**config.mk**
```make
export PLATFORM = sky130hd
export DESIGN_NAME = pv_source_qualifier_fsm
export DESIGN_NICKNAME = d
export VERILOG_FILES = /design/src/design/pvsq_pkg.sv /design/src/design/pvsq_csr.sv /design/src/design/pvsq_core.sv /design/src/design/pv_source_qualifier_fsm.sv
export SDC_FILE = /design/constraint.sdc
export NUM_CORES = 1
export LEC_CHECK = 0
export BUFFER_PORTS_ARGS = -buffer_cell sky130_fd_sc_hd__buf_2
export CAP_MARGIN = 0
export CORE_MARGIN = 2
export CORE_UTILIZATION = 40
export DETAILED_ROUTE_END_ITERATION = 12
export GPL_TIMING_DRIVEN = 0
export PLACE_DENSITY = 0.56
export SLEW_MARGIN = 20
export SYNTH_ARGS = -nofsm -noshare
export SYNTH_HDL_FRONTEND = slang
export SYNTH_SLANG_ARGS = --single-unit
```
**constraint.sdc**
```tcl
create_clock -name clock -period 9.4 [get_ports clock]
set_input_delay 0.94 -clock clock [delete_from_list [all_inputs] [get_ports clock]]
set_output_delay 0.94 -clock clock [all_outputs]
set_load 0.02 [all_outputs]
```
**src/design/pvsq_pkg.sv**
```systemverilog
package pvsq_pkg;

   // Mode codes
   localparam logic [2:0] ST_IDLE     = 3'd0;
   localparam logic [2:0] ST_PROBE    = 3'd1;
   localparam logic [2:0] ST_RAMP     = 3'd2;
   localparam logic [2:0] ST_ACTIVE   = 3'd3;
   localparam logic [2:0] ST_COOLDOWN = 3'd4;

   localparam logic [1:0]  BAD_LIMIT      = 2'd3;
   localparam logic [15:0] VALID_POWER_MW = 16'd250;

   // Register file
   localparam int unsigned CSR_IDX_W = 4;
   localparam logic [CSR_IDX_W-1:0] CSR_START_V   = 4'd0;
   localparam logic [CSR_IDX_W-1:0] CSR_STOP_V    = 4'd1;
   localparam logic [CSR_IDX_W-1:0] CSR_PROBE_V   = 4'd2;
   localparam logic [CSR_IDX_W-1:0] CSR_LOADED_V  = 4'd3;
   localparam logic [CSR_IDX_W-1:0] CSR_WAKE_LUX  = 4'd4;
   localparam logic [CSR_IDX_W-1:0] CSR_PROBE_MS  = 4'd5;
   localparam logic [CSR_IDX_W-1:0] CSR_RAMP_MS   = 4'd6;
   localparam logic [CSR_IDX_W-1:0] CSR_COOL_MS   = 4'd7;

   typedef struct packed {
      logic [15:0] start_voltage_mv;
      logic [15:0] stop_voltage_mv;
      logic [15:0] probe_min_voltage_mv;
      logic [15:0] loaded_min_voltage_mv;
      logic [15:0] wake_lux;
      logic [15:0] probe_hold_ms;
      logic [15:0] ramp_eval_ms;
      logic [15:0] cooldown_ms;
   } cfg_type;

   typedef struct packed {
      logic        sensor_good;
      logic        panel_good;
      logic [15:0] panel_voltage_mv;
      logic [15:0] panel_power_mw;
      logic [15:0] light_lux;
      logic [31:0] now_ms;
   } sample_type;

   typedef struct packed {
      logic [2:0] fsm_state;
      logic       source_enabled;
      logic       source_available;
   } result_type;

endpackage

```
**src/design/pvsq_csr.sv**
```systemverilog
module pvsq_csr (
   input  logic                          clock,
   input  logic                          reset,
   input  logic                          wr_en,
   input  logic [pvsq_pkg::CSR_IDX_W-1:0] wr_index,
   input  logic [15:0]                   wr_data,
   output pvsq_pkg::cfg_type             cfg
);
   import pvsq_pkg::*;

   cfg_type cfg_ff;

   always_ff @(posedge clock) begin
      if (reset) begin
         cfg_ff.start_voltage_mv      <= 16'd6200;
         cfg_ff.stop_voltage_mv       <= 16'd6000;
         cfg_ff.probe_min_voltage_mv  <= 16'd5200;
         cfg_ff.loaded_min_voltage_mv <= 16'd5500;
         cfg_ff.wake_lux              <= 16'd120;
         cfg_ff.probe_hold_ms         <= 16'd8000;
         cfg_ff.ramp_eval_ms          <= 16'd5000;
         cfg_ff.cooldown_ms           <= 16'd10000;
      end else if (wr_en) begin
         unique case (wr_index)
            CSR_START_V:  cfg_ff.start_voltage_mv      <= wr_data;
            CSR_STOP_V:   cfg_ff.stop_voltage_mv       <= wr_data;
            CSR_PROBE_V:  cfg_ff.probe_min_voltage_mv  <= wr_data;
            CSR_LOADED_V: cfg_ff.loaded_min_voltage_mv <= wr_data;
            CSR_WAKE_LUX: cfg_ff.wake_lux              <= wr_data;
            CSR_PROBE_MS: cfg_ff.probe_hold_ms         <= wr_data;
            CSR_RAMP_MS:  cfg_ff.ramp_eval_ms          <= wr_data;
            CSR_COOL_MS:  cfg_ff.cooldown_ms           <= wr_data;
            default: ;    // unmapped index: ignored
         endcase
      end
   end

   assign cfg = cfg_ff;

endmodule

```
**src/design/pvsq_core.sv**
```systemverilog
module pvsq_core (
   input  logic                   clock,
   input  logic                   reset,
   input  logic                   advance,
   input  pvsq_pkg::sample_type   sample,
   input  pvsq_pkg::cfg_type      cfg,
   output pvsq_pkg::result_type   result
);
   import pvsq_pkg::*;

   logic [2:0]  mode_ff,    mode_in;
   logic [31:0] entered_ff, entered_in;
   logic [1:0]  bad_ff,     bad_in;

   logic [31:0] elapsed;
   logic [1:0]  bad_inc;
   logic        start_ok;
   logic        bad;
   logic        loaded;

   assign elapsed = sample.now_ms - entered_ff;
   assign bad_inc = (bad_ff < BAD_LIMIT) ? bad_ff + 2'd1 : bad_ff;

   assign start_ok = sample.panel_good
                     && (sample.panel_voltage_mv > cfg.probe_min_voltage_mv)
                     && ((sample.panel_voltage_mv > cfg.start_voltage_mv)
                         || (sample.light_lux > cfg.wake_lux));
   assign bad      = !sample.panel_good
                     || (sample.panel_voltage_mv < cfg.stop_voltage_mv);
   assign loaded   = (sample.panel_voltage_mv > cfg.loaded_min_voltage_mv)
                     && ((sample.panel_power_mw > VALID_POWER_MW)
                         || (sample.panel_voltage_mv > cfg.start_voltage_mv));

   always_comb begin
      mode_in    = mode_ff;
      entered_in = entered_ff;
      bad_in     = bad_ff;
      if (!sample.sensor_good) begin
         // sensor fault: drop to idle but keep the entry time
         mode_in = ST_IDLE;
         bad_in  = 2'd0;
      end else begin
         unique case (mode_ff)
            ST_IDLE: begin
               bad_in = 2'd0;
               if (start_ok) begin
                  mode_in    = ST_PROBE;
                  entered_in = sample.now_ms;
               end
            end
            ST_PROBE: begin
               if (bad) begin
                  mode_in    = ST_COOLDOWN;
                  entered_in = sample.now_ms;
                  bad_in     = 2'd0;
               end else if (elapsed >= {16'd0, cfg.probe_hold_ms}) begin
                  mode_in    = ST_RAMP;
                  entered_in = sample.now_ms;
                  bad_in     = 2'd0;
               end
            end
            ST_RAMP: begin
               if (bad) begin
                  bad_in = bad_inc;
                  if (bad_inc >= BAD_LIMIT) begin
                     mode_in    = ST_COOLDOWN;
                     entered_in = sample.now_ms;
                     bad_in     = 2'd0;
                  end
               end else begin
                  bad_in = 2'd0;
                  if (elapsed >= {16'd0, cfg.ramp_eval_ms}) begin
                     mode_in    = loaded ? ST_ACTIVE : ST_COOLDOWN;
                     entered_in = sample.now_ms;
                  end
               end
            end
            ST_ACTIVE: begin
               if (bad) begin
                  bad_in = bad_inc;
                  if (bad_inc >= BAD_LIMIT) begin
                     mode_in    = ST_COOLDOWN;
                     entered_in = sample.now_ms;
                     bad_in     = 2'd0;
                  end
               end else begin
                  bad_in = 2'd0;
               end
            end
            ST_COOLDOWN: begin
               if (elapsed >= {16'd0, cfg.cooldown_ms}) begin
                  mode_in    = start_ok ? ST_PROBE : ST_IDLE;
                  entered_in = sample.now_ms;
                  bad_in     = 2'd0;
               end
            end
            default: begin
               mode_in = ST_IDLE;
               bad_in  = 2'd0;
            end
         endcase
      end
   end

   always_ff @(posedge clock) begin
      if (reset) begin
         mode_ff    <= ST_IDLE;
         entered_ff <= 32'd0;
         bad_ff     <= 2'd0;
      end else if (advance) begin
         mode_ff    <= mode_in;
         entered_ff <= entered_in;
         bad_ff     <= bad_in;
      end
   end

   assign result.fsm_state        = mode_in;
   assign result.source_enabled   = (mode_in == ST_PROBE) || (mode_in == ST_RAMP)
                                    || (mode_in == ST_ACTIVE);
   assign result.source_available = (mode_in == ST_ACTIVE);

endmodule

```
**src/design/pv_source_qualifier_fsm.sv**
```systemverilog
// Solar-panel source qualifier.
//
// Each request carries one panel sample (sensor/panel valid flags, voltage in
// mV, power in mW, light in lux and a free-running ms timestamp). The block
// steps a five-state mode machine (idle, probe, ramp, active, cooldown) and
// returns one response per request: the new mode plus source-enabled and
// source-available flags.
//
// Channels: req_* in, rsp_* out, both valid/ready. csr_* writes one of the
// eight 16-bit thresholds; csr_ready is always high. Write it only while idle.
//
// Path: an accepted request goes into the sample register, its response into
// the response register. Throughput: one request per cycle while responses
// are taken; the mode update is a single compare stage between those registers.
// Stall: while rsp_valid waits on rsp_ready, one more request can sit in the
// sample register; after that req_ready drops until the response is taken.
// Reset: synchronous, clears both stages, mode goes idle, entry time zero and
// thresholds return to their defaults.
module pv_source_qualifier_fsm (
   input  logic                          clock,
   input  logic                          reset,
   // request channel
   input  logic                          req_valid,
   output logic                          req_ready,
   input  logic                          req_sensor_good,
   input  logic                          req_panel_good,
   input  logic [15:0]                   req_panel_voltage_mv,
   input  logic [15:0]                   req_panel_power_mw,
   input  logic [15:0]                   req_light_lux,
   input  logic [31:0]                   req_now_ms,
   // response channel
   output logic                          rsp_valid,
   input  logic                          rsp_ready,
   output logic [2:0]                    rsp_fsm_state,
   output logic                          rsp_source_enabled,
   output logic                          rsp_source_available,
   // register writes
   input  logic                          csr_valid,
   output logic                          csr_ready,
   input  logic [pvsq_pkg::CSR_IDX_W-1:0] csr_index,
   input  logic [15:0]                   csr_wdata
);
   import pvsq_pkg::*;

   cfg_type    cfg;
   sample_type sample_ff, sample_in;
   logic       s1_valid_ff, s1_valid_in;
   result_type result;
   result_type rsp_ff;
   logic       rsp_valid_ff, rsp_valid_in;
   logic       advance;
   logic       req_take;

   // --- register file ---
   assign csr_ready = 1'b1;

   pvsq_csr u_csr (
      .clock    (clock),
      .reset    (reset),
      .wr_en    (csr_valid && csr_ready),
      .wr_index (csr_index),
      .wr_data  (csr_wdata),
      .cfg      (cfg)
   );

   // --- handshake ---
   // The sample stage moves on whenever the response slot is empty or is
   // being emptied this cycle.
   assign advance   = s1_valid_ff && (!rsp_valid_ff || rsp_ready);
   assign req_ready = !s1_valid_ff || advance;
   assign req_take  = req_valid && req_ready;

   assign sample_in.sensor_good      = req_sensor_good;
   assign sample_in.panel_good       = req_panel_good;
   assign sample_in.panel_voltage_mv = req_panel_voltage_mv;
   assign sample_in.panel_power_mw   = req_panel_power_mw;
   assign sample_in.light_lux        = req_light_lux;
   assign sample_in.now_ms           = req_now_ms;

   assign s1_valid_in  = req_take || (s1_valid_ff && !advance);
   assign rsp_valid_in = advance || (rsp_valid_ff && !rsp_ready);

   // --- sample register ---
   always_ff @(posedge clock) begin
      if (reset) begin
         s1_valid_ff <= 1'b0;
      end else begin
         s1_valid_ff <= s1_valid_in;
      end
   end

   always_ff @(posedge clock) begin
      if (req_take) begin
         sample_ff <= sample_in;
      end
   end

   // --- mode machine ---
   pvsq_core u_core (
      .clock   (clock),
      .reset   (reset),
      .advance (advance),
      .sample  (sample_ff),
      .cfg     (cfg),
      .result  (result)
   );

   // --- response register ---
   always_ff @(posedge clock) begin
      if (reset) begin
         rsp_valid_ff <= 1'b0;
      end else begin
         rsp_valid_ff <= rsp_valid_in;
      end
   end

   always_ff @(posedge clock) begin
      if (advance) begin
         rsp_ff <= result;
      end
   end

   assign rsp_valid            = rsp_valid_ff;
   assign rsp_fsm_state        = rsp_ff.fsm_state;
   assign rsp_source_enabled   = rsp_ff.source_enabled;
   assign rsp_source_available = rsp_ff.source_available;

endmodule

```
# ---- After elaboration in Yosys (flattened, before gate mapping)
# Cells that the tools add are included.
# W data, S select, Z words.
dict set report totals {
  memories 0
  romBits 0
  ff_bits 254
  ram_bits 0
  in_bits 107
  word_cells 120
  latchBits 0
}
dict set report classes {
  div 0
  n_reduce_logical 35
  addsub 2
  n_eq_ne 21
  shift 0
  n_mul 0
  mux 29
  order_cmp 11
  bitwise_logic 0
}
# cell count
set op_table {}
lappend op_table {{$mux W32} 8}
lappend op_table {{$pmux W32 S5} 1}
lappend op_table {{$ge A32 B16 Y1} 3}
lappend op_table {{$gt A16 B16 Y1} 4}
lappend op_table {{$sub A32 B32 Y32} 1}
lappend op_table {{$mux W3} 10}
lappend op_table {{$eq A4 B3 Y1 const B} 4}
lappend op_table {{$gt A16 B8 Y1 const B} 1}
lappend op_table {{$lt A16 B16 Y1} 1}
lappend op_table {{$reduce_and A2 Y1} 8}
lappend op_table {{$pmux W3 S5} 1}
lappend op_table {{$mux W2} 7}
lappend op_table {{$eq A3 B2 Y1 const B} 4}
lappend op_table {{$logic_or A1 B1 Y1} 9}
lappend op_table {{$eq A4 B2 Y1 const B} 2}
lappend op_table {{$reduce_and A8 Y1} 1}
lappend op_table {{$logic_and A1 B1 Y1} 7}
lappend op_table {{$eq A3 B1 Y1 const B} 2}
lappend op_table {{$ne A2 B1 Y1 const B} 3}
lappend op_table {{$ne A3 B1 Y1 const B} 2}
lappend op_table {{$pmux W2 S3} 1}
lappend op_table {{$logic_not A1 Y1} 5}
lappend op_table {{$reduce_bool A5 Y1} 1}
lappend op_table {{$eq A4 B1 Y1 const B} 1}
lappend op_table {{11 further kinds} 11}

# ---- Longest topological paths before layout
# Gate-level depths: netlist (run 1).
dict set report logic_depth {
  word_depth 11
  ltp_mapped 23
  ltp_nobuf 22
}

# ---- Modules after synthesis
# From an unflattened synthesis (run 1), not the netlist that was laid out.
dict set report unflattened {
  cells_unflattened 1644
  hier_area_um2 15217.1
}
# mod area_each_um2 instances cells_per_inst
set modules_own_cells {}
lappend modules_own_cells {pvsq_core 7488.4 1 1010}
lappend modules_own_cells {pvsq_csr 5001.0 1 535}
lappend modules_own_cells {pv_source_qualifier_fsm 2727.6 1 99}

# ---- Worst setup path before layout (run 1)
# OpenSTA, ideal clock, no wires.
dict set report synth_timing {
  path_kind {register -> register}
  from {reg sample_ff[0] (netlist name)}
  to {reg u_core.entered_ff[1]}
  required_ns 9.272
  arrival_time_ns 3.930
  setup_slack_ns 5.343
  path_stages_with_launch 22
  cell_sequence {edfxtp_1 -> inv_1 -> ha_1 -> fa_1 -> nand2b_1 -> a21oi_1 -> o21ai_1 -> o21ai_0 -> xor2_1 -> ha_1 -> inv_1 -> o21bai_1 -> a211oi_1 -> a221oi_1 -> a221oi_1 -> o211ai_1 -> a21oi_1 -> a21o_1 -> a211oi_4 -> buf_8 -> mux2i_1 -> nor2_1}
}
dict set report synth_via {
  elab_chain_cells 4
}
# element line
set synth_rtl {}
lappend synth_rtl {{from (decl)} pv_source_qualifier_fsm.sv:46} ;# sample_type sample_ff, sample_in;
lappend synth_rtl {{from (signal assigned)} pv_source_qualifier_fsm.sv:94} ;# sample_ff <= sample_in;
lappend synth_rtl {{$sub A32 B32 Y32 *} pvsq_core.sv:21} ;# assign elapsed = sample.now_ms - entered_ff;
lappend synth_rtl {{$ge A32 B16 Y1, on equally long branches} {pvsq_core.sv:72, pvsq_core.sv:56, pvsq_core.sv:91}}
lappend synth_rtl {{$ne A3 B1 Y1 (no source line) or $ne A2 B1 Y1 (tied branches)} n/a}
lappend synth_rtl {{$reduce_and A8 Y1 (no source line) *} n/a}
lappend synth_rtl {{to (signal assigned)} pvsq_core.sv:112} ;# entered_ff <= entered_in;
lappend synth_rtl {{to (decl)} pvsq_core.sv:12} ;# logic [31:0] entered_ff, entered_in;
# Mark *: on every way between the ends. The rest lies on a longest branch, timed or not.
# A chain may end at the register's enable or synchronous reset.

# ---- Final worst setup path (run 1)
dict set report layout_timing {
  from {reg sample_ff[0] (netlist name)}
  to {reg u_core.entered_ff[25]}
}
# The elaborated chain is that of the path after synthesis.

==> metrics.yaml, run 1 <==
power_and_ir_drop:
  p_leak_nw: 6.55
  seqPwrFrac_pct: 43.8
  total_power_mw: 2.73
  p_clk_share_pct: 42.3
  power.density_nw_per_um2: 167
  p_comb_share_pct: 13.9
  switchingPower_mw: 0.715
  peakVddDrop_v: 0.000159
  internal-power_mw: 2.02
  switching_share_pct: 26.2
cells_and_area:
  fill_cells: 3477
  nets: 1983
  post-route-util_pct: 46.2
  area_delta_synth_final_pct: 14.6
  stdcell_area_um2: 16300
  diodes: 0
  final_cells: 2202
  drive_gt1_share_pct: 10.6
floorplanning:
  dieWidth_um: 193
  core_area_um2: 35300
  ioPinCount: 115
  initial_core_util_pct: 40.3
  die_y_um: 193
  rows: 69
  dieArea_um2: 37100
grt:
  overflow: 0
  grtUsageTotal_pct: 20.7
  grt_pass1_vias: 11000
  grt_pass1_wl_um: 59100
  grt_start_max_net_pins: 51
  antenna_found_initial: 0
timing:
  hold_viol_final: 0
  period_needed_ns: 5.54
  worst-slew-pin-transition_ns: 0.808
  rsz0062_at_grt: "no"
  slew_viol_final: 0
  maxSlewHeadroom_pct: 45.5
  skew_ns: 0.0107
  setup_viol: 0
  hold_ws_ns: 0.456
  final.period_utilization_pct: 59.0
  fmax_mhz: 180
  fin_setup_tns_ns: 0
  worst_slack_ns: 3.86
clock_network:
  cts-root-buf: "clkbuf_16"
  cts_sinks: 254
  clk_latency_ns: 0.57
  clk_path_buf_depth: 3
  cts_tree: "built"
  cts_resized: 0
  cts_setup_buffers: 0
  cts_hold_buf: 0
  numCtsBuffers: 30
  clk_pin_slew_worst_paths_ns: 0.06
  cts_max_level: 1
yosys:
  synthDistinctLibCells: 75
  synth_warnings: 0
  synth.most_common_cell: "nand2_1"
  synth_area_leaders: "dfxtp_1 23%, edfxtp_1 18%, ha_1 14%"
  async_reset_ff_share_pct: 0
  netlist_area_um2: 14200
  synth_commonest_cells: "263 x nand2_1, 174 x inv_1, 167 x dfxtp_1"
  synthesis.nets: 1854
  synth.top_cell.area_share_pct: 23.5
  synth.ff_latch_count: 254
  synth_top_cell_by_area: "dfxtp_1"
  ys.flop_type: "dfxtp_1"
  synth.avg_cell_area_um2: 8.97
  synth_edf_count: 87
  ys_seq_area_share_pct: 41.8
  synth_cells: 1588
critical_path:
  reg2reg_from: "sample_ff[0]"
  cp.required_ns: 9.82
  cp_slowest_stage_delay_ns: 0.65
  cp_data_arrival_time_ns: 5.96
  crit_chain: "inv_1, ha_1, fa_1, nand2b_1, a21oi_1, o21ai_1, o21ai_0, xor2_1, ha_1, inv_1, o21bai_1, a211oi_1, o211ai_1, a221oi_1, o211ai_1, a21oi_1, a21o_1, a211oi_4, buf_8, mux2i_1, nor2_1"
  worst_path_max_delay_cell: "a221oi_1"
  r2r_slack_ns: 3.86
  startpoint_type: "register"
  cp_max_fo: 10
  reg2reg_to: "u_core.entered_ff[25]"
  reg2reg_depth: 21
  path_class: "reg -> reg"
  end_kind: "register"
run_status:
  outcome: "completed"
min_path:
  hold_path_end: "u_csr.cfg[17]"
  hp-class: "reg -> reg"
  hold_start: "u_csr.cfg[17]"
  hold_depth: 2
drt:
  vias_per_cell: 5.18
  drc_errors: 0
  detail-route-antenna-nets: 0
  wl_per_cell_um: 17.2
  vias: 11400
  drt_iter0_drc: 629
  dr.pass1.iters: 5
  wl_um: 38000
place:
  place.gp.congestion: 0.882
  place_area_um2: 15300
  dp_hpwl_um: 29100
  portBuffers: 96
  dp_cells: 2146
  dp_slack_ns: 3.88
flow_run:
  drv_cap: 0
-- how the worst max path moves through the flow --
stage	from	endpoint	slack, ns	cells after the start
after floorplan	sample_ff[0]	u_core.entered_ff[1]	5.34	21
after global placement	sample_ff[0]	u_core.entered_ff[22]	3.81	21
after detailed placement	sample_ff[0]	u_core.entered_ff[23]	3.88	21
after CTS	sample_ff[0]	u_core.entered_ff[23]	3.85	21
after global routing	sample_ff[0]	u_core.entered_ff[10]	3.58	21
final	sample_ff[0]	u_core.entered_ff[25]	3.86	21
-- power by group through the flow --
| stage | registers [mW] | clock network, mW | logic (mW) |
|---|---|---|---|
| finish | 1.20 | 1.15 | 0.380 |
| global route | 1.20 | 1.22 | 0.430 |
| CTS | 1.20 | 1.19 | 0.383 |
| detailed placement | 1.22 | 0 | 0.380 |
| global placement | 1.22 | 0 | 0.370 |
| floorplan | 1.21 | 0 | 0.258 |
-- cell families (layout without fill, tap and decap cells) --
kind of cell / count (synthesis) / after routing / share of synthesized area (%)
AOI/OAI and AO/OA: 387 / 387 / 17.6
and+or+nand+nor: 475 / 475 / 15.0
buffers and inverters: 251 / 404 / 7.33
muxes: 42 / 42 / 2.95
adders and majority gates: 159 / 159 / 14.0
xor gates and xnor gates: 19 / 19 / 1.22
DFF: 254 / 254 / 41.8
other: 1 / 1 / 0.0263
-- layout by cell type, fill, tap and decap left out, types with 5 or more instances in the layout --
cell type and n:
ha_1 158, buf_4 16, o21bai_1 8, a21o_1 45
nand3b_1 6, nand4_1 34, nand2b_1 13, nor2_1 78
buf_2 102, dfxtp_1 167, nor2b_1 13, nor4_1 9
a211o_1 5, or3_1 6, xnor2_1 13, xor2_1 5
clkinv_2 5, mux2i_1 42, o21ai_0 43, a21oi_1 155
clkbuf_16 32, nor3_1 16, o21a_1 10, nand2_1 263
inv_1 174, clkbuf_1 59, edfxtp_1 87, o211ai_1 54
nand3_1 10, a211oi_1 9, a21boi_0 5
-- layout make-up --
| class | count | area [µm²] | share of cell area (%) |
|---|---|---|---|
| multi-input combinational | 1083 | 7250 | 44.4 |
| clock buffer | 43 | 872 | 5.34 |
| timing repair buffer | 97 | 508 | 3.11 |
| tap | 461 | 577 | 3.53 |
| clock inverter | 13 | 115 | 0.705 |
| buffer | 77 | 392 | 2.40 |
| inverter | 174 | 653 | 4.00 |
| sequential | 254 | 5960 | 36.5 |
-- registers in the layout, indices dropped and copies added, names as in the netlist --
name and flops:
u_core.bad_ff 2, rsp_valid 1, rsp_source_enabled 1, u_csr.cfg 128, s1_valid_ff 1, sample_ff 82
u_core.entered_ff 32, rsp_fsm_state 3, u_core.mode_ff 3, rsp_source_available 1
-- layer usage --
metal	vias up	wire [µm]	GRT usage, %
met4	0	1040	5.64
li1	5806	-	-
met5	-	0	0
met2	223	17700	35.4
met3	59	1910	3.33
met1	5326	17300	26.9
-- critical path, delay by kind of cell, from the launching register on --
kind | cells | cell delay (ns)
fa+ha+maj | 3 | 0.90
compound gates | 11 | 3.00
flops | 1 | 0.37
simple gates | 2 | 0.24
buf+inv | 3 | 0.36
mux | 1 | 0.15
xor+xnor | 1 | 0.35
No activity file was read; power rests on OpenSTA's default activity.
==> inputs of run 2 (changes only) <==
PLACE_DENSITY = 0.58   (was 0.56)
clock period = 4.9 ns   (was 9.4 ns; I/O delays follow)
==> run 2 against run 1 <==
  * Sequential share of layout area fell by 0.72 points
  * Cell count rose by 0.54%
  * Clock skew rose by 0.019 ns
  * Clock power rose by 100%
  * Core utilization rose by 0.92 points
  * First-iteration DRC count fell by 5.1%
  * Clock-buffer cell count rose by 3
  * Via count rose by 1.7%
  * Global-route usage barely moved
  * Non-clock buffer count rose by 12
  * Routed wire length rose by 1.2%
  * Combinational power rose by 100%
==> metrics.yaml, run 2 (synthesis gave the netlist of run 1 again) <==
run_status:
  outcome: "completed"
cells_and_area:
  fill_cells: 3419  # -1.7%
  largest_reg_flops: 128  # unchanged
  area_delta_synth_final_pct: 16.9
  nets: 1995  # +0.61%
  final_common_cell: "nand2_1"
  drive_gt1_share_pct: 12.3  # +1.8 points
  final_cells: 2214  # +0.54%
  final_cell_mix: "263 x nand2_1, 174 x inv_1, 167 x dfxtp_1"
  diodes: 0  # unchanged
  stdcell_area_um2: 16600  # +2.0%
place:
  dp_cells: 2146  # unchanged
  place.gp.congestion: 0.891  # +0.99%
  place_area_um2: 15300  # unchanged
  portBuffers: 96  # unchanged
  dp_hpwl_um: 28900  # -0.73%
critical_path:
  path_delay_family: "compound AO/OA/AOI/OAI gates"
  startpoint_type: "register"
  cp_data_arrival_time_ns: 5.10  # -0.86 ns
  path_class: "reg -> reg"
  crit_top_cell: "o211ai_1"
  cp_slowest_stage_delay_ns: 0.46  # -0.19 ns
  crit_chain: "ha_4, o211ai_1, a21o_1, and2_1, nor3_2, nor2_1, xnor2_2, ha_1, a21oi_2, o21bai_1, a211oi_2, o211ai_1, a221oi_2, o211ai_1, a21oi_2, a21o_1, a211oi_4, buf_12, buf_8, mux2i_1, nor2_1"
  cp_max_fo: 10  # unchanged
  cp.required_ns: 5.32  # -4.50 ns
  worst_path_max_delay_cell: "edfxtp_1"
  end_kind: "register"
  critical_path_buf_inv_count: 2  # -1
grt:
  antenna_found_initial: 1  # +1
  grt_start_max_net_pins: 50  # -2.0%
  grtUsageTotal_pct: 20.7  # about the same
  grt_pass1_vias: 11100  # +1.2%
  grt_pass1_wl_um: 59700  # +0.96%
  overflow: 0  # unchanged
power_and_ir_drop:
  peakVddDrop_v: 0.000263  # +66%
  total_power_mw: 5.41  # +98%
  power.density_nw_per_um2: 325  # +94%
  p_leak_nw: 6.68  # +2.0%
floorplanning:
  dieWidth_um: 193  # unchanged
  dieArea_um2: 37100  # unchanged
  initial_core_util_pct: 40.3  # unchanged
  ioPinCount: 115  # unchanged
  die_y_um: 193  # unchanged
  core_area_um2: 35300  # unchanged
  rows: 69  # unchanged
drt:
  wl_um: 38400  # +1.2%
  drt_iter0_drc: 597  # -5.1%
  detail-route-antenna-nets: 0  # unchanged
  vias: 11600  # +1.7%
  drc_errors: 0  # unchanged
  wl_per_cell_um: 17.3  # +0.61%
  vias_per_cell: 5.24  # +1.2%
  dr.pass1.iters: 5  # unchanged
clock_network:
  clk_latency_ns: 0.58  # about the same
  cts_tree: "built"
  cts_sinks: 254  # unchanged
  cts_hold_buf: 0  # unchanged
  cts_max_level: 1  # unchanged
  clk_path_buf_depth: 3  # unchanged
  clk_pin_slew_worst_paths_ns: 0.06  # about the same
  numCtsBuffers: 30  # unchanged
  cts-root-buf: "clkbuf_16"
timing:
  final.period_utilization_pct: 95.7  # +37 points
  hold_viol_final: 0  # unchanged
  setup_viol: 0  # unchanged
  slew_viol_final: 0  # unchanged
  worst-slew-pin-transition_ns: 0.763  # -0.0449 ns
  fmax_mhz: 213  # +18%
  maxSlewHeadroom_pct: 49.1  # +3.7 points
  period_needed_ns: 4.69  # -0.854 ns
  skew_ns: 0.0293  # +0.0186 ns
flow_run:
  drv_cap: 0  # unchanged
min_path:
  hp-class: "in -> reg"
==> run 2: cell type report <==
class / count / area (µm²) / share of cell area (%)
Timing Repair Buffer: 109 / 628 / 3.77
Clock inverter: 10 / 163 / 0.977
Clock buffer: 46 / 892 / 5.36
Buffer: 77 / 392 / 2.35
Sequential cell: 254 / 5960 / 35.8
Tap cell: 461 / 577 / 3.47
Inverter: 174 / 653 / 3.92
Multi-Input combinational cell: 1083 / 7380 / 44.4
==> run 2: path summary, 6_finish.rpt <==
kind / startpoint / endpoint / slack [ns] / depth (start not counted)
worst min-delay path: req_panel_voltage_mv[15] / sample_ff[79] / 0.08 / 1
worst min register to register: u_csr.cfg[2] / u_csr.cfg[2] / 0.45 / 2
worst max register to register: sample_ff[4] / u_core.entered_ff[28] / 0.21 / 21
worst max-delay path: sample_ff[4] / u_core.entered_ff[28] / 0.21 / 21
==> run 2: routing by layer <==
| metal | track usage, % | vias up | wire length, µm |
|---|---|---|---|
| met2 | 34.5 | 256 | 17600 |
| met3 | 3.00 | 68 | 1630 |
| met5 | 0 | - | 0 |
| met4 | 6.49 | 0 | 1170 |
| li1 | - | 5841 | - |
| met1 | 27.5 | 5446 | 17900 |
==> run 2: power breakdown <==
part	switching [mW]	internal (mW)	leakage [nW]
logic	0.463	0.305	3.96
registers	0.0416	2.25	2.20
clock network	0.884	1.46	0.514
==> run 2: worst reg2reg max path, cell delays in order (launching register included) <==
cell,delay [ns]
edfxtp_1,0.46
ha_4,0.33
o211ai_1,0.09
a21o_1,0.18
and2_1,0.18
nor3_2,0.17
nor2_1,0.12
xnor2_2,0.25
ha_1,0.29
a21oi_2,0.16
o21bai_1,0.10
a211oi_2,0.36
o211ai_1,0.24
a221oi_2,0.45
o211ai_1,0.21
a21oi_2,0.20
a21o_1,0.14
a211oi_4,0.07
buf_12,0.18
buf_8,0.16
mux2i_1,0.15
nor2_1,0.05
==> run 2: stage by stage <==
stage	hold WS (ns)	TNS (ns)	setup slack [ns]	util (%)
after global routing	0.0669	-0.00978	-0.00734	47.1
after global placement	0.441	-19.67	-0.603	43.3
after CTS	0.0578	0	0.0426	46.5
after detailed placement	0.448	-20.52	-0.629	43.4
after floorplan	0.436	0	0.843	-
final	0.0830	0	0.212	47.1
==> run 2: what timing repair did <==
action / CTS / global route
endpoints found under the setup margin: 40 / 35
cloned: 0 / 1
pin swaps: 3 / 13
hold endpoints to repair: 0 / 0
setup buffers: 2 / 9
resized for setup: 6 / 17
==> inputs of run 3 (changes only) <==
CORE_UTILIZATION = 55   (was 40)
PLACE_DENSITY = 0.76   (was 0.58)
==> run 3 against run 2 <==
  * Global-route usage increased by 6.3 points
  * Cell count shrank 6.3%
  * Total power is 5.1% lower
  * Fmax fell by 1.9%
  * Combinational power about the same
  * Via count is 1.5% higher
  * Hold slack improved by 0.032 ns
==> metrics.yaml, run 3 (synthesis gave the netlist of run 1 again) <==
critical_path:
  path_class: "reg -> reg"
  end_kind: "register"
  cp_max_fo: 10  # unchanged
  cp_data_arrival_time_ns: 5.20  # +0.10 ns
  startpoint_type: "register"
  cp.required_ns: 5.32  # about the same
timing:
  period_needed_ns: 4.78  # +0.0911 ns
  fmax_mhz: 209  # -1.9%
  worst-slew-pin-transition_ns: 0.825  # +0.0625 ns
  setup_viol: 0  # unchanged
  skew_ns: 0.0148  # -0.0145 ns
  hold_viol_final: 0  # unchanged
  maxSlewHeadroom_pct: 45.0  # -4.2 points
  slew_viol_final: 0  # unchanged
  final.period_utilization_pct: 97.5  # +1.9 points
  hold_ws_ns: 0.115  # +0.0317 ns
  fin_setup_tns_ns: 0  # unchanged
clock_network:
  clk_latency_ns: 0.55  # -0.03 ns
  numCtsBuffers: 27  # -10%
  cts_max_level: 1  # unchanged
  cts_tree: "built"
  cts_sinks: 254  # unchanged
  clk_pin_slew_worst_paths_ns: 0.06  # about the same
  cts-root-buf: "clkbuf_16"
  clk_path_buf_depth: 3  # unchanged
place:
  portBuffers: 96  # unchanged
  place.gp.congestion: 0.938  # +5.3%
  dp_hpwl_um: 27500  # -5.1%
drt:
  wl_per_cell_um: 17.8  # +2.4%
  wl_met2_um: 17200  # -2.4%
  wl_met1_um: 15900  # -11%
  wl_um: 36800  # -4.1%
  vias_per_cell: 5.68  # +8.3%
  vias: 11800  # +1.5%
  drc_errors: 0  # unchanged
  detail-route-antenna-nets: 0  # unchanged
  met3_wirelength_um: 2010  # +23%
  top_layer: "met4"
  drt_iter0_drc: 851  # +43%
  dr.pass1.iters: 5  # unchanged
cells_and_area:
  area_delta_synth_final_pct: 14.1
  post-route-util_pct: 64.2  # +17 points
  drive_gt1_share_pct: 11.9  # -0.45 points
  fill_cells: 2078  # -39%
  seq_area_um2: 5960  # unchanged
  largest_reg_flops: 128  # unchanged
  diodes: 0  # unchanged
  final_cell_mix: "263 x nand2_1, 174 x inv_1, 167 x dfxtp_1"
  final_common_cell: "nand2_1"
  multi_input_area_um2: 7350  # -0.53%
  nets: 1989  # -0.30%
power_and_ir_drop:
  p_leak_nw: 6.57  # -1.6%
  power.density_nw_per_um2: 316  # -2.8%
  total_power_mw: 5.13  # -5.1%
  peakVddDrop_v: 0.000280  # +6.5%
floorplanning:
  dieArea_um2: 27200  # -27%
  core_area_um2: 25300  # -28%
  dieWidth_um: 165  # -14%
  die_y_um: 165  # -14%
  rows: 58  # -16%
  initial_core_util_pct: 56.2  # +16 points
  ioPinCount: 115  # unchanged
grt:
  antenna_found_initial: 0  # -1
  grt_start_max_net_pins: 54  # +8.0%
  grtUsageTotal_pct: 26.9  # +6.3 points
  overflow: 0  # unchanged
  grt_pass1_wl_um: 57400  # -3.8%
  grt_pass1_vias: 11200  # +0.80%
run_status:
  outcome: "completed"
min_path:
  hp-class: "in -> reg"
flow_run:
  drv_cap: 0  # unchanged
==> run 3: changes by cell type in the layout (fill, tap and decap cells not counted), moves of 2 or more <==
cell | previous run | this run
buf_4 | 26 | 23
clkbuf_16 | 32 | 29
clkinv_2 | 2 | 6
clkinv_1 | 2 | 4
xnor2_2 | 4 | 2
inv_6 | 0 | 2
xnor2_1 | 10 | 12
a221oi_2 | 1 | 3
a221oi_1 | 3 | 1
clkbuf_8 | 6 | 0
clkinvlp_4 | 0 | 3
clkbuf_1 | 60 | 54
==> run 3: final timing paths <==
| kind | start | to | slack, ns | depth (start not counted) |
|---|---|---|---|---|
| max | sample_ff[0] | u_core.entered_ff[11] | 0.12 | 22 |
| min | req_panel_voltage_mv[14] | sample_ff[78] | 0.11 | 1 |
| max reg2reg | sample_ff[0] | u_core.entered_ff[11] | 0.12 | 22 |
| min reg2reg | u_csr.cfg[20] | u_csr.cfg[20] | 0.46 | 2 |
==> run 3: repair_timing <==
| item | in CTS | in global routing |
|---|---|---|
| gates resized for setup | 4 | 12 |
| setup buffers | 2 | 6 |
| setup endpoints to repair | 39 | 32 |
| gates cloned | 0 | 1 |
| pin swaps | 3 | 7 |
| hold buffers | 0 | 0 |
==> run 3: layer usage <==
| layer | vias to the layer above | global-route usage [%] |
|---|---|---|
| met1 | 5480 | 34.7 |
| li1 | 5822 | - |
| met2 | 383 | 45.8 |
| met4 | 0 | 11.6 |
| met3 | 99 | 3.19 |
| met5 | - | 0 |
==> run 3: metrics by stage <==
step | worst slack [ns] | cell area (µm²) | instances
finish | 0.121 | 16300 | 2074
global route | -0.0297 | 16300 | 2074
CTS | 0.0438 | 16100 | 2067
detailed placement | -0.566 | 15200 | 2015
global placement | -0.474 | 15100 | 2014
floorplan | 0.843 | 14200 | 1588
==> run 3: power breakdown <==
part	switching, mW	internal [mW]
logic	0.465	0.302
registers	0.0411	2.25
clock network	0.866	1.20
==> run 3: final cells by class <==
cell class              instances  share of cell area [%]
clock buffers                  31                    4.38
well taps                     330                    2.54
inverters                     174                    4.02
clock inverters                19                    1.12
repair buffers                106                    3.72
multi-input cells            1083                    45.2
plain buffers                  77                    2.41
flip-flops and latches        254                    36.6
==> run 3: critical path, cell delays in order (launching register included) <==
cell and delay (ns):
edfxtp_1 0.35, inv_1 0.05, ha_1 0.21, fa_1 0.41, nand2b_1 0.20, a21oi_2 0.23, o21ai_2 0.14, o21ai_2 0.18
xor2_2 0.20, ha_1 0.25, inv_1 0.07, o21bai_1 0.09, a211oi_2 0.40, o211ai_1 0.27, a221oi_2 0.43, o211ai_1 0.19
a21oi_2 0.19, a21o_1 0.14, a211oi_4 0.07, buf_12 0.18, buf_8 0.15, mux2i_1 0.17, nor2_1 0.06
